$ cat src/sv/vsf_pkg.sv
// vsf_pkg: shared types, widths, codes and default sizes of the scanline fetcher
// no dependencies; compile first
package vsf_pkg;

    // default frame store geometry
    localparam int ROWS_DEF      = 80;
    localparam int ROW_BYTES_DEF = 24;

    // field widths
    localparam int CMD_W      = 2;
    localparam int ADDR_IN_W  = 11;
    localparam int DATA_W     = 8;
    localparam int ROW_W      = 7;
    localparam int COLOR_W    = 2;
    localparam int SKIP_W     = 8;
    localparam int LPR_W      = 4;
    localparam int PHASE_W    = 3;
    localparam int CFG_IDX_W  = 2;
    localparam int CFG_DATA_W = 8;

    // input commands
    localparam logic [CMD_W-1:0] CMD_WRITE = 2'd0;
    localparam logic [CMD_W-1:0] CMD_FRAME = 2'd1;
    localparam logic [CMD_W-1:0] CMD_TICK  = 2'd2;

    // config register indexes
    localparam logic [CFG_IDX_W-1:0] CFG_SKIP_LINES = 2'd0;
    localparam logic [CFG_IDX_W-1:0] CFG_LINES_ROW  = 2'd1;
    localparam logic [CFG_IDX_W-1:0] CFG_COLOR_MASK = 2'd2;

    // config reset values
    localparam logic [SKIP_W-1:0]  SKIP_RST  = 8'd35;
    localparam logic [LPR_W-1:0]   LPR_RST   = 4'd6;
    localparam logic [COLOR_W-1:0] COLOR_RST = 2'd0;

    // repeat count limits
    localparam logic [LPR_W-1:0] LPR_MIN = 4'd1;
    localparam logic [LPR_W-1:0] LPR_MAX = 4'd8;

    // controller to datapath
    typedef struct packed {
        logic clr_we;
        logic in_ready;
        logic issue;
    } t_ctl_cmd;

    // datapath to controller
    typedef struct packed {
        logic show;
        logic clr_last;
        logic can_issue;
        logic byte_last;
    } t_dp_status;

    // one output beat
    typedef struct packed {
        logic [DATA_W-1:0]  pixels;
        logic [COLOR_W-1:0] extra_color;
        logic [ROW_W-1:0]   row;
        logic               last;
    } t_out_beat;

endpackage

$ cat src/sv/vsf_ctrl.sv
// vsf_ctrl: controller fsm; clearing pass, item intake and line read sequencing
// depends on vsf_pkg
module vsf_ctrl (
    input  logic                      i_clk,
    input  logic                      i_rst_n,
    input  logic                      i_in_valid,
    input  logic [vsf_pkg::CMD_W-1:0] i_in_cmd,
    input  vsf_pkg::t_dp_status       i_status,
    output vsf_pkg::t_ctl_cmd         o_cmd
);
    import vsf_pkg::*;

    typedef enum logic [2:0] {
        ST_CLEAR = 3'b001,
        ST_IDLE  = 3'b010,
        ST_EMIT  = 3'b100
    } t_state;

    t_state r_state;
    t_state n_state;
    logic   in_fire;

    // command outputs
    always_comb begin
        o_cmd.clr_we   = (r_state == ST_CLEAR);
        o_cmd.in_ready = (r_state == ST_IDLE);
        o_cmd.issue    = (r_state == ST_EMIT) && i_status.can_issue;
    end

    assign in_fire = i_in_valid && (r_state == ST_IDLE);

    // next state
    always_comb begin
        n_state = r_state;
        case (r_state)
            ST_CLEAR: begin
                if (i_status.clr_last) n_state = ST_IDLE;
            end
            ST_IDLE: begin
                if (in_fire && (i_in_cmd == CMD_TICK) && i_status.show) n_state = ST_EMIT;
            end
            ST_EMIT: begin
                if (i_status.can_issue && i_status.byte_last) n_state = ST_IDLE;
            end
            default: n_state = ST_CLEAR;
        endcase
    end

    always_ff @(posedge i_clk) begin
        if (!i_rst_n) r_state <= ST_CLEAR;
        else          r_state <= n_state;
    end

endmodule

$ cat config.mk
export PLATFORM = sky130hd
export DESIGN_NAME = vsf_ctrl
export DESIGN_NICKNAME = d
export VERILOG_FILES = /design/src/sv/vsf_pkg.sv /design/src/sv/vsf_ctrl.sv
export SDC_FILE = /design/constraint.sdc
export NUM_CORES = 1
export LEC_CHECK = 0
export BUFFER_PORTS_ARGS = -buffer_cell sky130_fd_sc_hd__buf_2
export CORE_AREA = 2 2 39 41
export DETAILED_ROUTE_END_ITERATION = 10
export DIE_AREA = 0 0 41 43
export PLACE_DENSITY = 0.35
export SYNTH_ARGS = -nofsm -noshare
export SYNTH_HDL_FRONTEND = slang
export SYNTH_SLANG_ARGS = --single-unit
export TNS_END_PERCENT = 20
$ cat constraint.sdc
create_clock -name i_clk -period 0.96 [get_ports i_clk]
set_clock_uncertainty 0.1 [all_clocks]
set_input_delay 0.096 -clock i_clk [delete_from_list [all_inputs] [get_ports i_clk]]
set_output_delay 0.096 -clock i_clk [all_outputs]
set_load 0.02 [all_outputs]
==> summary.md <==
| Metric | Value |
|---|---|
| Initial antenna violation count | 0 |
| CP required | about 0.76 ns |
| Core area | 1380 um2 |
| Synth area leaders | dfxtp_1 (33%), nor3b_4 (10%), nor3b_1 (8.2%) |
| Area growth syn-to-layout | 114% |
| Die H | 43 um |
| Warning count from the yosys run | 0 |
| Worst slew pin tran | ~0.17 ns |
| Max-slew violations | 0 |
| PwrDens | between 1000 and 1500 nW/um2 |
| Via-per-instance ratio | ~4.1 |
| Multi-input logic area | between 100 and 150 um2 |
| Status | finished, violations left |
| Starting density of the core | 13.2% |
| CP bufs+invs | 2 |
| Number of global-route vias before repair | about 250 |
| Crit path capture type | output port |
| DRT antenna net count | 0 |
| Die footprint | ~1800 um2 |
| Clock Sink Count | 3 |
| Count of final setup violators | 6 |
| Drt initial violations | 3 |
| Final period demand of the worst path | between 1 and 1.5 ns |
| Endpoints failing hold | 0 |
| Gr ovfl total | 0 |
| Top reg by flops | r_state |
| Synth Register Bits | 3 |
| Dpl ws | -0.145 ns |
| Worst path cell trace | buf_6, nor3b_4, buf_6 |
| WL/cell | 10.3 um |
| Drc violations | 0 |
| Layout cells sized above 1 | just under 70% |
| First-pass GRT wire length | roughly 960 um |
| Mapped Nets | 28 |
| Port bufs | 11 |
| CTS tree | yes |
| Biggest regs | r_state: 3 flops |
| Clock slew seen by the registers of the worst setup and hold paths | around 0.040 ns |
| RSZ-0062 raised after global routing | yes |
| Worst skew pair latency | 0.23 ns |
| Peak Freq | about 0.8 GHz |
| TNS Setup | -1.25 ns |
| Row cnt | 14 |
| CTS HTree Levels | 1 |
| Power Total | approximately 450 uW |
| RePlAce Congestion | between 0.7 and 0.8 |
| Worst Path Max Fanout | 3 |
| Overall Global Routing Usage | under 10% |
| NumNets Final | between 50 and 60 |
| Vias | approximately 240 |
| Max reg flops | 3 |
| Register Area | 68.8 um2 |
| DP HPWL | a little over 400 um |
| Critical-path top delay cell | dfxtp_4 |
| CP dominant cell by count | buf_6 |
| Sequential share of the synthesized area | 32.9% |
| Startpoint class of the critical path | register |
| CTS buffer count | 3 |
| Final wirelength | roughly 600 um |
| Max transition margin | 88.5% |
| Diode count | 0 |
| Crit path max-delay family | flip-flops |
| Crit Path Class | register to output port |
| Worst VDD drop | approximately 0.00038 V |
| Layout fillers | 160 |
| Lkg Pwr | approximately 0.00018 uW |
| Root buffer cell | clkbuf_4 |
| Largest net degree at the start of global routing | 7 |
| Die Wd | roughly 41 um |
| Mapped Cells | 19 |
| Max incr delay on CP | 0.35 ns |
| Max cap viols | 0 |
| Final period utilization | 130% |
| Final worst setup slack | -0.291 ns |
| Largest area contributor in the netlist | dfxtp_1 |
| Count of different cell masters after synthesis | 15 |
| Post-synthesis area per instance | about 9.6 um2 |
| Share of the synthesized area in the top cell type | 32.9% |
| CP arrival | 1.06 ns |
| Ports | 12 |
| Failing checks | setup timing |
| Flop2flop setup slack | -0.16 ns |
| Drt pass-1 iters | 4 |
| Synth Cell Area | approximately 180 um2 |
| HP Class | primary input to register |
| Clk buf depth | 2 |
[path summary, 6_finish.rpt]
| path | from | endpoint | cells past startpoint |
|---|---|---|---|
| max | r_state[2] | o_cmd[1] | 3 |
| min | i_rst_n | r_state[1] | 2 |
| max reg2reg | r_state[2] | r_state[1] | 4 |
| min reg2reg | r_state[0] | r_state[2] | 1 |
[report_power, final]
part / internal, uW / switching (uW) / total [uW]
Sequential: 130 / 8.07 / 138
Combinational: 58.3 / 36.8 / 95.0
Clock: 156 / 63.9 / 220
[area by class of cell]
| type | count | share of cell area (%) |
|---|---|---|
| multi-input cells | 16 | 36.7 |
| repair buffers | 19 | 33.9 |
| flip-flops and latches | 3 | 17.6 |
| clock buffers | 4 | 6.71 |
| well taps | 16 | 5.11 |
[cell usage after synthesis]
| library cell | number |
|---|---|
| nor3b_4 | 1 |
| a32o_1 | 1 |
| nand3b_1 | 1 |
| a21oi_1 | 1 |
| and2b_1 | 1 |
| nand4b_1 | 1 |
| dfxtp_1 | 3 |
| nor2b_1 | 1 |
| o2bb2ai_1 | 1 |
| nand2b_1 | 2 |
| nand2_1 | 1 |
| and3b_1 | 1 |
| o21ai_0 | 1 |
| o21ai_1 | 1 |
| nor3b_1 | 2 |
[per-layer routing]
metal | vias to the layer above | GRT usage [%] | part of all wire [%]
met5 | - | 0 | 0
met4 | 0 | 4.00 | 0
met3 | 0 | 7.85 | 7.7
met2 | 6 | 14.4 | 57
met1 | 112 | 6.80 | 35
li1 | 119 | - | -
[placed cells by master (no fill, tap or decap)]
cell           count
and2b_1            1
o2bb2ai_1          1
nor3b_2            2
dlygate4sd3_1      1
clkbuf_1           1
buf_6              2
nand2_1            1
nand2b_1           1
buf_2              8
nor2b_1            1
a21oi_2            1
a32o_1             1
nor3b_4            1
dfxtp_4            2
clkbuf_4           3
o21ai_1            2
nand2b_4           1
and3b_1            1
dfxtp_2            1
buf_4              8
nand3b_1           1
nand4b_1           1
[cells by family (layout without fill, tap and decap cells)]
| group | after synthesis | count (layout) | synth area share, % |
|---|---|---|---|
| AO/OA/AOI/OAI | 5 | 5 | 18.5 |
| buffers and inverters | 0 | 23 | 0 |
| AND/OR/NAND/NOR | 11 | 11 | 48.6 |
| flip-flops | 3 | 3 | 32.9 |
[what timing repair did]
item / CTS / global route
pin swaps: 4 / 2
setup buffers: 2 / 2
hold endpoints to repair: 1 / 0
endpoints found under the setup margin: 6 / 6
resized for setup: 12 / 1
hold buffers: 1 / 0
[per-stage QoR]
step,utilization (%),area [um2],cells,hold slack [ns]
after floorplan,-,193,19,0.0722
after global placement,21.0,290,49,0.222
after detailed placement,21.0,290,49,0.234
after CTS,26.9,373,56,0.0476
after global routing,28.3,392,58,0.0642
final,28.3,392,58,0.0565
Power figures use the tool's default switching activity.
